## src/rtl/spjq_pkg.sv

```systemverilog
// Shared types and constants of the sorted priority job queue.
package spjq_pkg;

    localparam int DEPTH_DEFAULT     = 16;
    localparam int KEY_WIDTH_DEFAULT = 16;

    localparam int FIELD_WIDTH = 16;
    localparam int OCC_WIDTH   = 5;
    localparam int S_DATA_W    = 32;
    localparam int M_DATA_W    = 40;

    localparam logic REQ_INSERT = 1'b0;
    localparam logic REQ_REMOVE = 1'b1;

    typedef enum logic [1:0] {
        ST_OK    = 2'd0,
        ST_FULL  = 2'd1,
        ST_EMPTY = 2'd2
    } status_t;

    // Result item, first member in the highest bits.
    typedef struct packed {
        logic [OCC_WIDTH-1:0]   occupancy;
        status_t                status;
        logic [FIELD_WIDTH-1:0] tag;
        logic [FIELD_WIDTH-1:0] key;
    } result_t;

    typedef enum logic [4:0] {
        S_IDLE  = 5'b00001,
        S_SHIFT = 5'b00010,
        S_PLACE = 5'b00100,
        S_FETCH = 5'b01000,
        S_DONE  = 5'b10000
    } state_t;

endpackage

```

## src/rtl/sorted_priority_job_queue_core.sv

```systemverilog
// Sorted priority job queue: one memory of key/tag entries kept in descending key order.
//
// Usage: each input item on the s_ channel is a request. s_tuser selects an
// insert (0) or a remove (1); s_tdata carries the job key and tag of an insert.
// Every request returns exactly one result item on the m_ channel with the
// removed key and tag (zero when nothing was removed), a status code and the
// occupancy after the request. An insert on a full queue and a remove on an
// empty queue leave the queue unchanged and are flagged in the status.
// An insert walks the memory from the tail toward the head, one entry per
// cycle, moving each entry with a key not above the new key down by one place
// through the single read port and single write port. The registered memory
// read paces the walk. The block works on one request at a time; it accepts
// the next request as soon as the previous result has been moved into the
// output register, even if the receiver has not yet taken it. A stalled
// receiver holds the result in that register, and a further result waits in
// the done state until it frees. Reset empties the queue at once; the memory
// itself is not cleared because only entries below the occupancy count are
// ever read.
module sorted_priority_job_queue_core
    import spjq_pkg::*;
#(
    parameter int DEPTH     = DEPTH_DEFAULT,
    parameter int KEY_WIDTH = KEY_WIDTH_DEFAULT
) (
    input  logic                clk,
    input  logic                rst_n,
    input  logic                s_tvalid,
    output logic                s_tready,
    input  logic [S_DATA_W-1:0] s_tdata,   // job_key [15:0], job_tag [31:16]
    input  logic                s_tuser,   // req_type [0]
    output logic                m_tvalid,
    input  logic                m_tready,
    output logic [M_DATA_W-1:0] m_tdata    // out_key [15:0], out_tag [31:16],
                                           // status [33:32], occupancy [38:34], zero [39]
);

    localparam int AW = $clog2(DEPTH);
    localparam int CW = $clog2(DEPTH + 1);

    typedef struct packed {
        logic [KEY_WIDTH-1:0]   key;
        logic [FIELD_WIDTH-1:0] tag;
    } entry_t;

    // Entry storage: one write port, one read port with registered data.
    entry_t mem [DEPTH];
    entry_t rd_data_reg;

    state_t         state_reg, state_next;
    logic [CW-1:0]  count_reg, count_next;
    logic [AW-1:0]  idx_reg, idx_next;
    logic           out_valid_reg, out_valid_next;
    entry_t         job_reg;
    result_t        res_reg, res_next;
    result_t        out_reg;

    logic           accept;
    logic           res_load;
    logic           out_load;
    entry_t         in_entry;
    logic           wr_en;
    logic [AW-1:0]  wr_addr;
    entry_t         wr_data;
    logic           rd_en;
    logic [AW-1:0]  rd_addr;

    assign s_tready = (state_reg == S_IDLE);
    assign accept   = s_tvalid && s_tready;

    // The key keeps only its low KEY_WIDTH bits.
    assign in_entry.key = KEY_WIDTH'(s_tdata[FIELD_WIDTH-1:0]);
    assign in_entry.tag = s_tdata[2*FIELD_WIDTH-1:FIELD_WIDTH];

    assign m_tvalid = out_valid_reg;
    assign m_tdata  = {1'b0, out_reg};

    always_comb
    begin
        state_next = state_reg;
        count_next = count_reg;
        idx_next   = idx_reg;
        wr_en      = 1'b0;
        wr_addr    = idx_reg;
        wr_data    = job_reg;
        rd_en      = 1'b0;
        rd_addr    = idx_reg - AW'(1);
        res_load   = 1'b0;
        res_next   = '0;
        out_load   = 1'b0;

        unique case (state_reg)
            S_IDLE:
            begin
                if (accept)
                begin
                    if (s_tuser == REQ_REMOVE)
                    begin
                        if (count_reg == '0)
                        begin
                            res_load        = 1'b1;
                            res_next.status = ST_EMPTY;
                            state_next      = S_DONE;
                        end
                        else
                        begin
                            // The tail entry holds the smallest key.
                            rd_en      = 1'b1;
                            rd_addr    = AW'(count_reg - CW'(1));
                            count_next = count_reg - CW'(1);
                            state_next = S_FETCH;
                        end
                    end
                    else if (count_reg == CW'(DEPTH))
                    begin
                        res_load           = 1'b1;
                        res_next.status    = ST_FULL;
                        res_next.occupancy = OCC_WIDTH'(count_reg);
                        state_next         = S_DONE;
                    end
                    else if (count_reg == '0)
                    begin
                        wr_en              = 1'b1;
                        wr_addr            = '0;
                        wr_data            = in_entry;
                        count_next         = CW'(1);
                        res_load           = 1'b1;
                        res_next.status    = ST_OK;
                        res_next.occupancy = OCC_WIDTH'(1);
                        state_next         = S_DONE;
                    end
                    else
                    begin
                        // Start the walk at the tail: read the last entry,
                        // the free slot just below it is the first write.
                        rd_en      = 1'b1;
                        rd_addr    = AW'(count_reg - CW'(1));
                        idx_next   = AW'(count_reg);
                        state_next = S_SHIFT;
                    end
                end
            end

            S_SHIFT:
            begin
                wr_en = 1'b1;
                if (rd_data_reg.key > job_reg.key)
                begin
                    // Larger keys stay; the new job lands in the open slot.
                    count_next         = count_reg + CW'(1);
                    res_load           = 1'b1;
                    res_next.status    = ST_OK;
                    res_next.occupancy = OCC_WIDTH'(count_reg + CW'(1));
                    state_next         = S_DONE;
                end
                else
                begin
                    // Equal or smaller key moves down, so a new job goes
                    // ahead of older jobs with the same key.
                    wr_data  = rd_data_reg;
                    idx_next = idx_reg - AW'(1);
                    if (idx_reg == AW'(1))
                    begin
                        state_next = S_PLACE;
                    end
                    else
                    begin
                        rd_en   = 1'b1;
                        rd_addr = idx_reg - AW'(2);
                    end
                end
            end

            S_PLACE:
            begin
                wr_en              = 1'b1;
                count_next         = count_reg + CW'(1);
                res_load           = 1'b1;
                res_next.status    = ST_OK;
                res_next.occupancy = OCC_WIDTH'(count_reg + CW'(1));
                state_next         = S_DONE;
            end

            S_FETCH:
            begin
                res_load           = 1'b1;
                res_next.key       = FIELD_WIDTH'(rd_data_reg.key);
                res_next.tag       = rd_data_reg.tag;
                res_next.status    = ST_OK;
                res_next.occupancy = OCC_WIDTH'(count_reg);
                state_next         = S_DONE;
            end

            S_DONE:
            begin
                if (!out_valid_reg || m_tready)
                begin
                    out_load   = 1'b1;
                    state_next = S_IDLE;
                end
            end

            default:
            begin
                state_next = S_IDLE;
            end
        endcase
    end

    always_comb
    begin
        out_valid_next = out_valid_reg;
        if (out_load)
        begin
            out_valid_next = 1'b1;
        end
        else if (m_tready)
        begin
            out_valid_next = 1'b0;
        end
    end

    always_ff @(posedge clk)
    begin
        if (wr_en)
        begin
            mem[wr_addr] <= wr_data;
        end
        if (rd_en)
        begin
            rd_data_reg <= mem[rd_addr];
        end
    end

    always_ff @(posedge clk)
    begin
        if (accept)
        begin
            job_reg <= in_entry;
        end
        if (res_load)
        begin
            res_reg <= res_next;
        end
        if (out_load)
        begin
            out_reg <= res_reg;
        end
    end

    always_ff @(posedge clk or negedge rst_n)
    begin
        if (!rst_n)
        begin
            state_reg     <= S_IDLE;
            count_reg     <= '0;
            idx_reg       <= '0;
            out_valid_reg <= 1'b0;
        end
        else
        begin
            state_reg     <= state_next;
            count_reg     <= count_next;
            idx_reg       <= idx_next;
            out_valid_reg <= out_valid_next;
        end
    end

    // The occupancy never exceeds the number of memory entries.
    a_count_bound: assert property (@(posedge clk) disable iff (!rst_n)
        count_reg <= CW'(DEPTH))
        else $error("occupancy count above depth");

    // Writes never land beyond the slot just below the current tail.
    a_write_window: assert property (@(posedge clk) disable iff (!rst_n)
        wr_en |-> (CW'(wr_addr) <= count_reg))
        else $error("memory write outside the occupied range");

    // A remove on a non-empty queue drops the count by exactly one.
    a_remove_count: assert property (@(posedge clk) disable iff (!rst_n)
        (accept && s_tuser == REQ_REMOVE && count_reg != '0)
            |=> (count_reg == $past(count_reg) - CW'(1)))
        else $error("remove did not decrement the occupancy");

    // The walk only runs on a queue that is neither empty nor full.
    a_shift_range: assert property (@(posedge clk) disable iff (!rst_n)
        (state_reg == S_SHIFT) |-> (count_reg != '0 && count_reg < CW'(DEPTH)
            && CW'(idx_reg) <= count_reg))
        else $error("insert walk with an invalid occupancy");

endmodule

```

## config.mk

```make
export PLATFORM = sky130hd
export DESIGN_NAME = sorted_priority_job_queue_core
export DESIGN_NICKNAME = d
export VERILOG_FILES = /design/src/rtl/spjq_pkg.sv /design/src/rtl/sorted_priority_job_queue_core.sv
export SDC_FILE = /design/constraint.sdc
export NUM_CORES = 1
export LEC_CHECK = 0
export BUFFER_PORTS_ARGS = -buffer_cell sky130_fd_sc_hd__buf_2
export CAP_MARGIN = 5
export CELL_PAD_IN_SITES_DETAIL_PLACEMENT = 0
export CELL_PAD_IN_SITES_GLOBAL_PLACEMENT = 1
export CORE_ASPECT_RATIO = 1.2
export CORE_MARGIN = 2
export CORE_UTILIZATION = 36
export CTS_BUF_LIST = sky130_fd_sc_hd__clkbuf_4
export DETAILED_ROUTE_END_ITERATION = 10
export HOLD_SLACK_MARGIN = 0.12
export PLACE_DENSITY = 0.63
export SLEW_MARGIN = 30
export SYNTH_ARGS = -nofsm -noshare
export SYNTH_HDL_FRONTEND = slang
export SYNTH_SLANG_ARGS = --single-unit
```

## constraint.sdc

```tcl
create_clock -name clk -period 4.7 [get_ports clk]
set_clock_uncertainty 0.2 [all_clocks]
set_input_delay 0.47 -clock clk [delete_from_list [all_inputs] [get_ports clk]]
set_output_delay 0.47 -clock clk [all_outputs]
set_load 0.005 [all_outputs]
```

==> results.md <==
Outcome:
- The flow ran to the end, and the final reports show no timing, DRC or antenna violations.

Yosys:
- Ranked by total cell area, the synthesized netlist is headed by edfxtp_1 72%, o211ai_1 3.6%, o21ai_0 2.3%.
- The mean instance size in the synthesized netlist is between 15 and 20 um2.
- The area of the mapped netlist is ~0.027 mm2.
- The synthesized flop and latch total is between 600 and 700.
- The number of warning messages in the yosys log is 0.
- Sequential cells were found to cover roughly 73% of the synthesized design area.
- The biggest area contributor in the post-synthesis netlist is edfxtp_1.
- The count of distinct cell types in the synthesized netlist is 80.
- Synthesis handed over a netlist of ~1800 instances.
- The number of nets handed over by synthesis was ~1900.
- The area share of the largest cell type after synthesis is 71.7%.
- The count of flip-flops with a built-in enable after synthesis is about 650.
- The share of flip-flops with an asynchronous set or reset after synthesis is 2.24%.
- For this run, the leading register cell type out of synthesis is edfxtp_1.

Critical path:
- Measured in cells, the most critical reg-to-reg path has a length of 11.
- The reg-to-reg setup timing slack is about 0.27 ns.
- The worst setup path is captured at a register.
- The launch point of the worst reg-to-reg path is rd_data_reg[29].
- The required time at the endpoint of the critical path is between 5 and 6 ns.
- Along the worst path, the maximum fanout reaches 32.
- The most critical setup path has its startpoint at rd_data_reg[29].
- The category of the critical setup timing path is reg2reg.
- The worst flop-to-flop path endpoint is rd_data_reg[25].
- The data arrival time of the critical path is between 4 and 5 ns.
- The worst setup path is launched from a register.

Power and ir drop:
- The internal power consumption is 14.0 mW.
- Summed over all cells, the static leakage comes to approximately 11 nW.
- For this design the ratio of total power to cell area is around 740 mW/mm2.
- Combinational logic burns 45.2% of the power.
- The fraction of power spent switching nets is about two fifths.
- The clock network burns 19.8% of the power.
- The analysis attributes to net switching a power of 9.84 mW.
- The share of total power dissipated in sequential elements is approximately a third.
- The peak ir drop on the vdd network is approximately 0.62 mV.

Floorplan:
- From bottom edge to top edge, the die measures between 300 and 400 um.
- The total I/O pin count is 79.
- For this configuration, the core starts out at a cell density of between 30 and 40%.
- The die is roughly 260 um wide.
- The floorplan has 110 rows.
- The core region is around 0.075 mm2.
- The area of the die is around 0.078 mm2.

Global route:
- The number of global-route vias before repair is 17800.
- Entering global routing, the biggest net connects 98 pins.
- Global routing consumed, over all layers together, around 20% of the routing resources.
- The number of antenna violations at the first check in global routing is 3.
- The total global routing overflow is 0.
- The wire length of the first global-routing pass is roughly 120 mm.

Drt:
- The number of nets with antenna violations after routing is 0.
- Summing over every cut layer, the via total after detailed routing is 17600.
- The number of DRC markers after the initial detailed-route iteration is between 1500 and 2000.
- The average detailed-routed wire length per instance is roughly 25 um.
- The number of iterations in the first detailed-routing pass is 8.
- The via density per instance is roughly 5.5.
- After detailed routing, the total wire length is about 78 mm.
- The residual DRC count is 0.

Place:
- The worst setup timing slack at the placement stage is 0.372 ns.
- The final weighted congestion in routability-driven placement is 0.817.
- In this run the tool buffered the top-level ports with 77 buffer cells.
- Once detailed placement completed, the half-perimeter wirelength came to between 40 and 50 mm.

Hold path:
- For hold timing, the worst endpoint is m_tdata[32].
- The classification of the worst-slack hold path is reg2reg.
- The source of the worst hold timing path is res_reg[32].
- The worst hold path cell count is 0.

STA:
- The sum of negative setup slack is 0 ns.
- The final-report max-slew violation count is 0.
- The relative slew slack is between 30% and 40%.
- The slew at the pin closest to its max-slew limit is between 0.9 and 1 ns.
- The maximum clock rate is 226 MHz.
- The worst-case setup margin in the final layout is roughly 0.27 ns.
- The post-layout minimum cycle time is around 4.4 ns.
- Setup violations remaining at the end of the flow were counted as 0.
- The share of the cycle needed by the critical path after routing is about 94%.
- The hold violation total from the final report came to 0.
- Setup repair after global routing left no endpoint under its margin.
- The final hold slack is 0.200 ns.

Final layout:
- The layout-stage area growth over the synthesis result is 17.0%.
- The flip-flop count of the largest register after layout is about 510.
- Cells with a size suffix above 1 make up between 20% and 30% of the layout.
- The net count of the finished layout is between 2000 and 2500.

CTS:
- The tree built by TritonCTS fans out to 669 sinks.
- Buffers added to address setup during post-CTS repair amount to 0.
- The number of buffers on the longest clock path is 3.
- Counting the buffers created by CTS gives ~160.
- Clock latency on the worst-skew pair, taken at its later pin, is 1.00 ns.
- In this run, post-CTS repair resized a total of 0 instances.
- The level count of the clock H-tree is 4.
- The clock tree from TritonCTS is built.
- The clock transition at the registers of the reported paths is 0.06 ns.
- The clock tree root buffer cell is clkbuf_4.
- After clock tree synthesis, the flow added hold-fix buffers numbering 73.

Job:
- The max capacitance violation total is 0.
[per-stage QoR]
step           cell area (um2)  util, %  total power [mW]  cells
6_report                 32000     42.6              23.8   3178
5_1_grt                  32000     42.6              25.1   3177
4_1_cts                  32000     42.6              23.9   3174
3_5_place_dp             29300     39.0              19.1   2826
3_3_place_gp             29300     39.0              19.0   2826
2_1_floorplan            27400        -              15.1   1806
[power by group through the flow]
stage	clock network (mW)	logic (mW)	registers, mW
CTS	4.84	10.8	8.33
floorplan	0	6.88	8.26
global route	5.14	11.6	8.39
finish	4.71	10.8	8.34
detailed placement	0	10.7	8.45
global placement	0	10.6	8.44
[final cells by class]
class	count	area, um2
Multi-Input combinational cell	885	6490
Antenna cell	4	10.0
Tap cell	1008	1260
Inverter	119	447
Clock inverter	51	324
Clock buffer	224	1680
Timing Repair Buffer	218	1810
Fill cell	6850	43100
Sequential cell	669	20000
[cell usage after synthesis (all sizes together), types with 32 or more instances]
cell type and instances:
a22oi 32, a311oi 33, and2 34, and3 37
buf 52, clkbuf 81, edfxtp 654, inv 119
mux2 65, nand2 92, nor2 41, o211ai 132
o21ai 148, o221ai 33
[per-layer routing]
layer / global-route usage, % / vias up / wire (um) / share of wire (%)
met5: 0 / - / 0 / 0
met4: 6.76 / 0 / 1800 / 2.3
met3: 4.10 / 127 / 5920 / 7.6
met2: 32.7 / 784 / 38100 / 49
met1: 26.4 / 8866 / 32200 / 41
li1: - / 7782 / - / -
[cell families after synthesis]
kind of cell             share of synthesized area [%]
AO/OA/AOI/OAI                                     14.0
XOR/XNOR                                         0.160
multiplexers                                      2.84
adder cells (fa/ha/maj)                           1.05
AND/OR/NAND/NOR                                   4.92
buffers and inverters                             3.90
flip-flops                                        73.1
other                                           0.0137
[layout by cell type (no fill, tap or decap), types with 4 or more instances in the layout]
| master | Yosys | routed |
|---|---|---|
| nor2b_1 | 7 | 6 |
| inv_2 | 0 | 5 |
| inv_1 | 119 | 118 |
| clkinv_1 | 0 | 33 |
| bufinv_16 | 0 | 4 |
| nor2_4 | 0 | 14 |
| o221ai_1 | 32 | 32 |
| and2_1 | 34 | 34 |
| o21ai_1 | 20 | 20 |
| edfxtp_1 | 654 | 654 |
| clkbuf_4 | 0 | 224 |
| a22oi_1 | 32 | 32 |
| ha_1 | 23 | 23 |
| nand3_1 | 14 | 14 |
| clkinv_2 | 0 | 5 |
| and3_1 | 37 | 37 |
| dfrtp_1 | 14 | 14 |
| nor2_1 | 39 | 25 |
| o21ai_0 | 125 | 124 |
| o31ai_1 | 4 | 4 |
| o211ai_1 | 131 | 131 |
| nand4_1 | 4 | 4 |
| a32oi_1 | 31 | 31 |
| buf_2 | 38 | 77 |
| buf_12 | 0 | 15 |
| mux2_2 | 42 | 42 |
| a311oi_1 | 32 | 32 |
| mux2_1 | 23 | 23 |
| a21oi_1 | 24 | 23 |
| nand2_1 | 91 | 90 |
| nor3_1 | 15 | 12 |
| diode_2 | 0 | 4 |
| a221oi_1 | 31 | 31 |
| dlygate4sd3_1 | 0 | 73 |
| buf_4 | 7 | 53 |
| a222oi_1 | 31 | 31 |
[worst max-delay path by stage]
stage / end / slack (ns) / depth (start not counted)
2_1_floorplan: rd_data_reg[0] / 0.49 / 7
3_3_place_gp: rd_data_reg[25] / 0.43 / 12
3_5_place_dp: rd_data_reg[25] / 0.37 / 11
4_1_cts: rd_data_reg[25] / 0.34 / 11
5_1_grt: rd_data_reg[25] / 0.11 / 11
6_report: rd_data_reg[25] / 0.27 / 11
[worst max-delay path, stage by stage (launching register included)]
cell and delay [ns]:
edfxtp_1 0.43, ha_1 0.35, nand4_2 0.23, nor4_2 0.37, o21ai_1 0.16, and3_1 0.29
o21ai_0 0.68, a311o_1 0.37, nor2_2 0.04, buf_4 0.37, a32oi_1 0.28, o221ai_1 0.27
Note: power is estimated with default switching activity, not from simulation.
